$ cat config.mk
export PLATFORM = sky130hd
export DESIGN_NAME = serial_bank_switch_mapper_flat
export DESIGN_NICKNAME = d
export VERILOG_FILES = /design/src/design/sbsm_pkg.sv /design/src/design/sbsm_ifs.sv /design/src/design/serial_bank_switch_mapper.sv /design/src/design/sbsm_core.sv /design/src/flat_wrapper.sv
export SDC_FILE = /design/constraint.sdc
export NUM_CORES = 1
export LEC_CHECK = 0
export ABC_AREA = 1
export ABC_CLOCK_PERIOD_IN_PS = 2060
export BUFFER_PORTS_ARGS = -buffer_cell sky130_fd_sc_hd__buf_4
export CAP_MARGIN = 25
export CORE_ASPECT_RATIO = 0.6
export CORE_MARGIN = 1.5
export CORE_UTILIZATION = 51
export CTS_BUF_LIST = sky130_fd_sc_hd__clkbuf_8
export DETAILED_ROUTE_END_ITERATION = 10
export PLACE_DENSITY = 0.78
export SETUP_SLACK_MARGIN = 0.4
export SLEW_MARGIN = 20
export SYNTH_ARGS = -nofsm -noshare
export SYNTH_HDL_FRONTEND = slang
export SYNTH_SLANG_ARGS = --single-unit
$ cat constraint.sdc
create_clock -name clock -period 2.06 [get_ports clock]
set_input_delay 0.515 -clock clock [delete_from_list [all_inputs] [get_ports clock]]
set_output_delay 0.515 -clock clock [all_outputs]
set_load 0.005 [all_outputs]
$ cat src/design/sbsm_pkg.sv
`default_nettype none
// ----------------------------------------------------------------------------
// sbsm_pkg
// Shared types and constants of the serial bank switch mapper.
// ----------------------------------------------------------------------------
package sbsm_pkg;

   localparam int unsigned ADDR_W   = 16;
   localparam int unsigned DATA_W   = 8;
   localparam int unsigned BANK_W   = 6;
   localparam int unsigned COUNT_W  = 7;
   localparam int unsigned SHIFT_W  = 5;
   localparam int unsigned SCOUNT_W = 3;

   localparam logic [COUNT_W-1:0]  LARGE_ROM_BANKS   = 7'd32;
   localparam logic [COUNT_W-1:0]  BANK_COUNT_RESET  = 7'd8;
   localparam logic [SCOUNT_W-1:0] SHIFT_LAST        = 3'd4;
   localparam logic [SHIFT_W-1:0]  CLEAR_CONTROL_SET = 5'b01100;

   // control register bits and the data clear bit
   localparam int unsigned CTRL_CHR_4K   = 4;
   localparam int unsigned CTRL_PRG_16K  = 3;
   localparam int unsigned CTRL_PRG_LOW  = 2;
   localparam int unsigned DATA_CLEAR    = 7;

   typedef enum logic [2:0] {
      TGT_CONTROL   = 3'd0,
      TGT_CHAR_LOW  = 3'd1,
      TGT_CHAR_HIGH = 3'd2,
      TGT_PROGRAM   = 3'd3
   } sbsm_target_type;

   typedef struct packed {
      logic              fire;
      logic [ADDR_W-1:0] address;
      logic [DATA_W-1:0] data;
   } sbsm_step_type;

   typedef struct packed {
      logic [BANK_W-1:0] program_bank_first;
      logic [BANK_W-1:0] program_bank_second;
      logic [BANK_W-1:0] char_bank_first;
      logic [BANK_W-1:0] char_bank_second;
      logic [1:0]        mirror_mode;
   } sbsm_banks_type;

endpackage
`default_nettype wire

$ cat src/design/sbsm_ifs.sv
`default_nettype none
// ----------------------------------------------------------------------------
// sbsm channel interfaces
// Request, response and register write channels with valid/ready.
// ----------------------------------------------------------------------------
interface sbsm_req_if
   import sbsm_pkg::*;
();
   logic              valid;
   logic              ready;
   logic [ADDR_W-1:0] write_address;
   logic [DATA_W-1:0] write_data;

   modport source (output valid, output write_address, output write_data, input ready);
   modport sink   (input valid, input write_address, input write_data, output ready);
endinterface

interface sbsm_rsp_if
   import sbsm_pkg::*;
();
   logic              valid;
   logic              ready;
   logic [BANK_W-1:0] program_bank_first;
   logic [BANK_W-1:0] program_bank_second;
   logic [BANK_W-1:0] char_bank_first;
   logic [BANK_W-1:0] char_bank_second;
   logic [1:0]        mirror_mode;

   modport source (output valid, output program_bank_first, output program_bank_second,
                   output char_bank_first, output char_bank_second, output mirror_mode,
                   input ready);
   modport sink   (input valid, input program_bank_first, input program_bank_second,
                   input char_bank_first, input char_bank_second, input mirror_mode,
                   output ready);
endinterface

interface sbsm_csr_if
   import sbsm_pkg::*;
();
   logic               valid;
   logic               ready;
   logic [COUNT_W-1:0] program_bank_count;

   modport source (output valid, output program_bank_count, input ready);
   modport sink   (input valid, input program_bank_count, output ready);
endinterface
`default_nettype wire

$ cat src/design/serial_bank_switch_mapper.sv
`default_nettype none
// ----------------------------------------------------------------------------
// serial_bank_switch_mapper
// Serial-loaded bank switch mapper: CPU write words in, slot selections out.
//
// req_chan carries one CPU write word (address, data). Each accepted word
// gives exactly one word on rsp_chan with the program and character slot
// banks and the mirroring mode after that write. csr_chan writes the
// program bank count; it is always ready and may be written only while no
// word is in flight.
// A word accepted on req_chan passes the input register, then the result
// register, to rsp_chan. Throughput without stalls: one word per cycle,
// set by the combinational update between the two registers.
// Reset clears the shifter and mapper registers, sets the bank count to 8,
// the second program slot to the last bank and empties both registers.
// When rsp_chan stalls, the result register holds, the input register
// still takes one more word, then req_chan.ready drops until rsp moves.
// ----------------------------------------------------------------------------
module serial_bank_switch_mapper
   import sbsm_pkg::*;
(
   input  wire logic  clock,
   input  wire logic  reset,
   sbsm_req_if.sink   req_chan,
   sbsm_rsp_if.source rsp_chan,
   sbsm_csr_if.sink   csr_chan
);

   logic              in_valid_ff,  in_valid_in;
   logic [ADDR_W-1:0] in_addr_ff,   in_addr_in;
   logic [DATA_W-1:0] in_data_ff,   in_data_in;
   logic              rsp_valid_ff, rsp_valid_in;
   sbsm_banks_type    rsp_ff,       rsp_in;

   logic              advance;
   logic              req_fire;
   sbsm_step_type     step;
   sbsm_banks_type    banks_next;

   assign advance  = !rsp_valid_ff || rsp_chan.ready;
   assign req_chan.ready = !in_valid_ff || advance;
   assign req_fire = req_chan.valid && req_chan.ready;
   assign csr_chan.ready = 1'b1;

   assign step.fire    = in_valid_ff && advance;
   assign step.address = in_addr_ff;
   assign step.data    = in_data_ff;

   sbsm_core u_core (
      .clock      (clock),
      .reset      (reset),
      .step       (step),
      .cfg_write  (csr_chan.valid),
      .cfg_data   (csr_chan.program_bank_count),
      .banks_next (banks_next)
   );

   always_comb begin
      in_valid_in  = in_valid_ff;
      in_addr_in   = in_addr_ff;
      in_data_in   = in_data_ff;
      rsp_valid_in = rsp_valid_ff;
      rsp_in       = rsp_ff;
      if (advance) begin
         in_valid_in  = 1'b0;
         rsp_valid_in = in_valid_ff;
         if (in_valid_ff) begin
            rsp_in = banks_next;
         end
      end
      if (req_fire) begin
         in_valid_in = 1'b1;
         in_addr_in  = req_chan.write_address;
         in_data_in  = req_chan.write_data;
      end
   end

   always_ff @(posedge clock) begin
      if (reset) begin
         in_valid_ff  <= 1'b0;
         rsp_valid_ff <= 1'b0;
      end else begin
         in_valid_ff  <= in_valid_in;
         rsp_valid_ff <= rsp_valid_in;
      end
      in_addr_ff <= in_addr_in;
      in_data_ff <= in_data_in;
      rsp_ff     <= rsp_in;
   end

   assign rsp_chan.valid               = rsp_valid_ff;
   assign rsp_chan.program_bank_first  = rsp_ff.program_bank_first;
   assign rsp_chan.program_bank_second = rsp_ff.program_bank_second;
   assign rsp_chan.char_bank_first     = rsp_ff.char_bank_first;
   assign rsp_chan.char_bank_second    = rsp_ff.char_bank_second;
   assign rsp_chan.mirror_mode         = rsp_ff.mirror_mode;

   a_word_to_result: assert property (@(posedge clock) disable iff (reset)
      in_valid_ff && advance |=> rsp_valid_ff)
      else $error("accepted word produced no result");

   a_stall_holds_input: assert property (@(posedge clock) disable iff (reset)
      in_valid_ff && !advance |=> in_valid_ff && $stable(in_addr_ff) && $stable(in_data_ff))
      else $error("input word lost during stall");

   a_ready_low_full: assert property (@(posedge clock) disable iff (reset)
      !req_chan.ready |-> in_valid_ff && rsp_valid_ff)
      else $error("ready low with free stage");

endmodule
`default_nettype wire

$ cat src/design/sbsm_core.sv
`default_nettype none
// ----------------------------------------------------------------------------
// sbsm_core
// Serial shifter, mapper registers and bank slot update for one write.
// ----------------------------------------------------------------------------
module sbsm_core
   import sbsm_pkg::*;
(
   input  wire logic                 clock,
   input  wire logic                 reset,
   input  wire sbsm_step_type        step,
   input  wire logic                 cfg_write,
   input  wire logic [COUNT_W-1:0]   cfg_data,
   output sbsm_banks_type            banks_next
);

   logic [COUNT_W-1:0]  bank_count_ff,  bank_count_in;
   logic [SCOUNT_W-1:0] shift_count_ff, shift_count_in;
   logic [SHIFT_W-1:0]  shift_value_ff, shift_value_in;
   logic [SHIFT_W-1:0]  control_ff,     control_in;
   logic [3:0]          prg_select_ff,  prg_select_in;
   logic                outer_ff,       outer_in;
   logic [BANK_W-1:0]   prg0_ff, prg0_in, prg1_ff, prg1_in;
   logic [BANK_W-1:0]   chr0_ff, chr0_in, chr1_ff, chr1_in;

   sbsm_target_type     target;
   logic [SHIFT_W-1:0]  shifted;
   logic                large_mode;
   logic [BANK_W-1:0]   char_bank;
   logic [BANK_W-1:0]   prg_bank;
   logic [BANK_W-1:0]   prg_even;
   logic [COUNT_W-1:0]  last_bank;

   assign target     = sbsm_target_type'({~step.address[ADDR_W-1], step.address[14:13]});
   assign large_mode = (bank_count_ff >= LARGE_ROM_BANKS);
   assign shifted    = shift_value_ff | (SHIFT_W'(step.data[0]) << shift_count_ff);
   assign char_bank  = large_mode ? BANK_W'(shifted[0]) : BANK_W'(shifted);
   assign last_bank  = bank_count_ff - 7'd1;

   always_comb begin
      bank_count_in  = cfg_write ? cfg_data : bank_count_ff;
      shift_count_in = shift_count_ff;
      shift_value_in = shift_value_ff;
      control_in     = control_ff;
      prg_select_in  = prg_select_ff;
      outer_in       = outer_ff;
      chr0_in        = chr0_ff;
      chr1_in        = chr1_ff;

      if (step.fire) begin
         if (step.data[DATA_CLEAR]) begin
            shift_count_in = '0;
            shift_value_in = '0;
            control_in     = control_ff | CLEAR_CONTROL_SET;
            outer_in       = 1'b0;
         end else if (shift_count_ff == SHIFT_LAST) begin
            shift_count_in = '0;
            shift_value_in = '0;
            unique case (target)
               TGT_CONTROL: begin
                  control_in = shifted;
               end
               TGT_CHAR_LOW: begin
                  if (large_mode) begin
                     outer_in = shifted[4];
                  end
                  if (control_ff[CTRL_CHR_4K]) begin
                     chr0_in = char_bank;
                  end else begin
                     chr0_in = {char_bank[BANK_W-1:1], 1'b0};
                     chr1_in = {char_bank[BANK_W-1:1], 1'b0} + 6'd1;
                  end
               end
               TGT_CHAR_HIGH: begin
                  if (control_ff[CTRL_CHR_4K]) begin
                     chr1_in = char_bank;
                     if (large_mode) begin
                        outer_in = shifted[4];
                     end
                  end
               end
               TGT_PROGRAM: begin
                  prg_select_in = shifted[3:0];
               end
               default: begin
               end
            endcase
         end else begin
            shift_count_in = shift_count_ff + 3'd1;
            shift_value_in = shifted;
         end
      end
   end

   // program slot recompute on every clear or commit
   assign prg_bank = {1'b0, outer_in, prg_select_in};
   assign prg_even = {prg_bank[BANK_W-1:1], 1'b0};

   always_comb begin
      prg0_in = prg0_ff;
      prg1_in = prg1_ff;
      if (step.fire && (step.data[DATA_CLEAR] || shift_count_ff == SHIFT_LAST)) begin
         priority if (control_in[CTRL_PRG_16K] && control_in[CTRL_PRG_LOW]) begin
            prg0_in = prg_bank;
            prg1_in = {1'b0, outer_in, last_bank[3:0]};
         end else if (control_in[CTRL_PRG_16K]) begin
            prg0_in = {1'b0, outer_in, 4'd0};
            prg1_in = prg_bank;
         end else begin
            prg0_in = prg_even;
            prg1_in = prg_even + 6'd1;
         end
      end
   end

   always_ff @(posedge clock) begin
      if (reset) begin
         bank_count_ff  <= BANK_COUNT_RESET;
         shift_count_ff <= '0;
         shift_value_ff <= '0;
         control_ff     <= '0;
         prg_select_ff  <= '0;
         outer_ff       <= 1'b0;
         prg0_ff        <= '0;
         prg1_ff        <= BANK_W'(BANK_COUNT_RESET - 7'd1);
         chr0_ff        <= '0;
         chr1_ff        <= '0;
      end else begin
         bank_count_ff  <= bank_count_in;
         shift_count_ff <= shift_count_in;
         shift_value_ff <= shift_value_in;
         control_ff     <= control_in;
         prg_select_ff  <= prg_select_in;
         outer_ff       <= outer_in;
         prg0_ff        <= prg0_in;
         prg1_ff        <= prg1_in;
         chr0_ff        <= chr0_in;
         chr1_ff        <= chr1_in;
      end
   end

   assign banks_next.program_bank_first  = prg0_in;
   assign banks_next.program_bank_second = prg1_in;
   assign banks_next.char_bank_first     = chr0_in;
   assign banks_next.char_bank_second    = chr1_in;
   assign banks_next.mirror_mode         = control_in[1:0];

   a_count_bound: assert property (@(posedge clock) disable iff (reset)
      shift_count_ff <= SHIFT_LAST)
      else $error("shift count out of range");

   a_clear_word: assert property (@(posedge clock) disable iff (reset)
      step.fire && step.data[DATA_CLEAR] |=>
         shift_count_ff == '0 && control_ff[3:2] == 2'b11 && !outer_ff)
      else $error("clear word did not reset shifter");

   a_commit_empties: assert property (@(posedge clock) disable iff (reset)
      step.fire && !step.data[DATA_CLEAR] && shift_count_ff == SHIFT_LAST |=>
         shift_value_ff == '0 && shift_count_ff == '0)
      else $error("fifth bit did not empty shifter");

endmodule
`default_nettype wire
$ cat src/flat_wrapper.sv
// flat-port wrapper written by rule: the top's interface ports become plain ports
module serial_bank_switch_mapper_flat import sbsm_pkg::*;
  (clock, reset, req_chan_valid, req_chan_write_address, req_chan_write_data, req_chan_ready, rsp_chan_valid, rsp_chan_program_bank_first, rsp_chan_program_bank_second, rsp_chan_char_bank_first, rsp_chan_char_bank_second, rsp_chan_mirror_mode, rsp_chan_ready, csr_chan_valid, csr_chan_program_bank_count, csr_chan_ready);
  sbsm_req_if req_chan_i ();
  sbsm_rsp_if rsp_chan_i ();
  sbsm_csr_if csr_chan_i ();
  input  wire logic clock;
  input  wire logic reset;
  input wire logic [$bits(req_chan_i.valid)-1:0] req_chan_valid;
  input wire logic [$bits(req_chan_i.write_address)-1:0] req_chan_write_address;
  input wire logic [$bits(req_chan_i.write_data)-1:0] req_chan_write_data;
  output wire logic [$bits(req_chan_i.ready)-1:0] req_chan_ready;
  output wire logic [$bits(rsp_chan_i.valid)-1:0] rsp_chan_valid;
  output wire logic [$bits(rsp_chan_i.program_bank_first)-1:0] rsp_chan_program_bank_first;
  output wire logic [$bits(rsp_chan_i.program_bank_second)-1:0] rsp_chan_program_bank_second;
  output wire logic [$bits(rsp_chan_i.char_bank_first)-1:0] rsp_chan_char_bank_first;
  output wire logic [$bits(rsp_chan_i.char_bank_second)-1:0] rsp_chan_char_bank_second;
  output wire logic [$bits(rsp_chan_i.mirror_mode)-1:0] rsp_chan_mirror_mode;
  input wire logic [$bits(rsp_chan_i.ready)-1:0] rsp_chan_ready;
  input wire logic [$bits(csr_chan_i.valid)-1:0] csr_chan_valid;
  input wire logic [$bits(csr_chan_i.program_bank_count)-1:0] csr_chan_program_bank_count;
  output wire logic [$bits(csr_chan_i.ready)-1:0] csr_chan_ready;
  assign req_chan_i.valid = req_chan_valid;
  assign req_chan_i.write_address = req_chan_write_address;
  assign req_chan_i.write_data = req_chan_write_data;
  assign req_chan_ready = req_chan_i.ready;
  assign rsp_chan_valid = rsp_chan_i.valid;
  assign rsp_chan_program_bank_first = rsp_chan_i.program_bank_first;
  assign rsp_chan_program_bank_second = rsp_chan_i.program_bank_second;
  assign rsp_chan_char_bank_first = rsp_chan_i.char_bank_first;
  assign rsp_chan_char_bank_second = rsp_chan_i.char_bank_second;
  assign rsp_chan_mirror_mode = rsp_chan_i.mirror_mode;
  assign rsp_chan_i.ready = rsp_chan_ready;
  assign csr_chan_i.valid = csr_chan_valid;
  assign csr_chan_i.program_bank_count = csr_chan_program_bank_count;
  assign csr_chan_ready = csr_chan_i.ready;
  serial_bank_switch_mapper u_core (.clock(clock), .reset(reset), .req_chan(req_chan_i), .rsp_chan(rsp_chan_i), .csr_chan(csr_chan_i));
endmodule
==> flow_summary.json <==
{
  "min_period_over_period_pct": 85.3,
  "clk_latency_ps": 360,
  "antenna_found_initial": 0,
  "multi_input_area_mm2": 0.00127,
  "grt_pass1_wl_mm": 10.6,
  "period_needed_ps": 1760,
  "gp_congestion": 0.835,
  "grt_max_degree": 34,
  "cts_buffers": 9,
  "ys_ff_latch": 81,
  "drive_gt1_share_pct": 34.4,
  "seqCellArea_mm2": 0.00194,
  "die_x_um": 105,
  "vias": 2496,
  "final.setup_skew_ps": 8.20,
  "utilization_pct": 68.7,
  "slew_violations": 0,
  "cp_max_fo": 7,
  "rsz0062_at_grt": "yes",
  "overflow": 0,
  "cts_tree": "yes",
  "grt_pass1_vias": 2267,
  "rows": 22,
  "status": "finished clean",
  "htreeDepth": 3,
  "holdPathStages": 1,
  "port_buffers": 43,
  "viasPerCell": 4.83,
  "vdd_drop_max_mv": 0.513,
  "preCtsSetupSlack_ps": 98.6,
  "ant_nets": 0,
  "cp_slowest_stage_delay_ps": 340,
  "p_leak_nw": 1.80,
  "postCtsHoldBufs": 0,
  "worstPathArrival_ps": 1880,
  "synth_top_area_cell": "dfxtp_1",
  "cts_max_path_buffers": 2,
  "required_ps": 2180,
  "die_area_mm2": 0.00678,
  "reg2reg_slack_ps": 300,
  "timing.final.ws_setup_ps": 303,
  "hold_class": "in -> reg",
  "clk_pin_slew_ps": 80,
  "grt_use_total_pct": 20.8,
  "syn-cell-area_mm2": 0.00320,
  "cap_violations": 0,
  "finalWirelength_mm": 6.48,
  "hold_violations": 0,
  "core_mm2": 0.00608,
  "wire_per_inst_um": 12.5,
  "tns_ps": 0,
  "antenna_cells": 0,
  "start_util_pct": 52.7,
  "crit_chain": "inv_2 > ha_4 > nand2_4 > buf_4 > a21oi_4 > clkinvlp_4 > nand2_1 > nand2_2",
  "cp-start-kind": "flop",
  "drt_first_iter_violations": 138,
  "area_growth_pct": 30.3,
  "ff2ff_path_depth": 8,
  "synth_top_flop_cell": "dfxtp_1",
  "dpl.hpwl_mm": 4.20,
  "yosysMostFrequentCell": "nand2_1",
  "fillCellCount": 480,
  "ys_seq_area_share_pct": 60.3,
  "synth_area_leaders": "dfxtp_1 (31%), edfxtp_1 (29%), nand2_1 (9.0%), nor2_1 (6.4%), inv_1 (5.9%)",
  "first_pass_iters": 5,
  "end_kind": "flop",
  "finalSetupViolations": 0,
  "final_nets": 467,
  "ioPinCount": 65,
  "yosys-top-cells-count": "nand2_1 (77), nor2_1 (55), dfxtp_1 (50), inv_1 (50), edfxtp_1 (31)",
  "yosysUniqueCellTypes": 30,
  "drcViolationCount": 0,
  "postSynthCellCount": 361,
  "powerDensity_mw_per_mm2": 725,
  "yosysWarnings": 0,
  "cts.sinks": 81,
  "ctsRootBufferMaster": "clkbuf_8",
  "fmax_ghz": 0.569,
  "die_y_um": 64.4,
  "async_flop_share_pct": 0,
  "path_class": "reg -> reg",
  "syn_nets": 400,
  "synth_edf_count": 31,
  "slowest_stage": "dfxtp_2",
  "syn_area_per_cell_um2": 8.88,
  "yosys.area.top_type_share_pct": 31.2
}
==> flip-flops by register name, indices dropped and copies added, names as in the netlist, 3 cells and up <==
register,flops
u_core.rsp_chan.char_bank_first,6
u_core.rsp_chan.char_bank_second,6
u_core.rsp_chan.program_bank_first,6
u_core.rsp_chan.program_bank_second,6
u_core.u_core.bank_count_ff,6
u_core.u_core.chr0_ff,6
u_core.u_core.chr1_ff,6
u_core.u_core.prg0_ff,6
u_core.u_core.prg1_ff,6
u_core.u_core.control_ff,5
u_core.u_core.shift_value_ff,5
u_core.u_core.prg_select_ff,4
u_core.in_addr_ff,3
u_core.u_core.shift_count_ff,3
==> stage by stage <==
step	area, um2	cells	hold WS, ps	power [W]
2_1_floorplan	3280	361	416	0.00189
3_3_place_gp	3720	488	427	0.00198
3_5_place_dp	3720	488	434	0.00198
4_1_cts	4070	513	320	0.00303
5_1_grt	4180	517	313	0.00315
6_report	4180	517	329	0.00303
==> worst max-delay path, delay by kind of cell, from the launching register on <==
family / cells / cell delay (ps)
AO/OA/AOI/OAI: 1 / 250
adder cells (fa/ha/maj): 1 / 150
buffers and inverters: 3 / 480
flip-flops: 1 / 340
AND/OR/NAND/NOR: 3 / 300
==> placed cells by master (no fill, tap or decap), drive strengths merged <==
master    netlist  routed
o21bai          2       2
a21boi          1       1
a21oi          24      24
clkinv          0       3
ha              3       3
buf             2      61
nand4           1       1
xor2            1       1
or2             2       2
clkinvlp        0       5
clkbuf          4       9
xnor2           1       1
nor3            7       7
nor2           58      58
a31oi           1       1
o211ai          1       1
o21ai          21      21
dfxtp          50      50
nand2          83      83
edfxtp         31      31
conb            1       1
inv            52      52
nand3          15      15
==> layout make-up <==
cell class                      count  area share [%]
Clock inverter                      7            1.35
Timing Repair inverter              1           0.180
Clock buffer                        9            2.97
Sequential cell                    81            46.4
Multi-Input combinational cell    222            30.3
Inverter                           52            5.18
Tap cell                           84            2.52
Timing Repair Buffer               61            11.1
==> repair_timing <==
item,CTS,global route
pin swaps,16,6
endpoints found under the setup margin,22,48
resized for setup,32,24
cloned,1,0
buffers inserted,8,4
==> final timing paths <==
kind,from,endpoint
setup / recovery,u_core.u_core.shift_count_ff[1],u_core.rsp_chan.program_bank_first[1]
hold / removal,req_chan_write_address[14],u_core.in_addr_ff[14]
setup reg to reg,u_core.u_core.shift_count_ff[1],u_core.rsp_chan.program_bank_first[1]
hold reg to reg,u_core.u_core.prg1_ff[5],u_core.u_core.prg1_ff[5]
==> per-layer routing <==
layer	vias up	part of all wire, %	GRT usage (%)
li1	1294	-	-
met1	1130	47	27.6
met2	64	45	32.1
met4	0	1.3	5.65
met3	8	6.3	7.55
met5	-	0	0
==> cells by family after synthesis <==
family	count (synthesis)	synth area share, %
compound gates	50	8.79
fa+ha+maj	3	1.17
buf+inv	58	6.95
other cells	1	0.117
flops	81	60.3
simple gates	166	22.1
xor+xnor	2	0.547
==> power breakdown <==
group / switching (W) / internal (W) / total [W]
registers: 0.0000223 / 0.00171 / 0.00173
clock network: 0.000595 / 0.000446 / 0.00104
logic: 0.000155 / 0.000106 / 0.000261
total: 0.000773 / 0.00226 / 0.00303
Power figures use the tool's default switching activity.
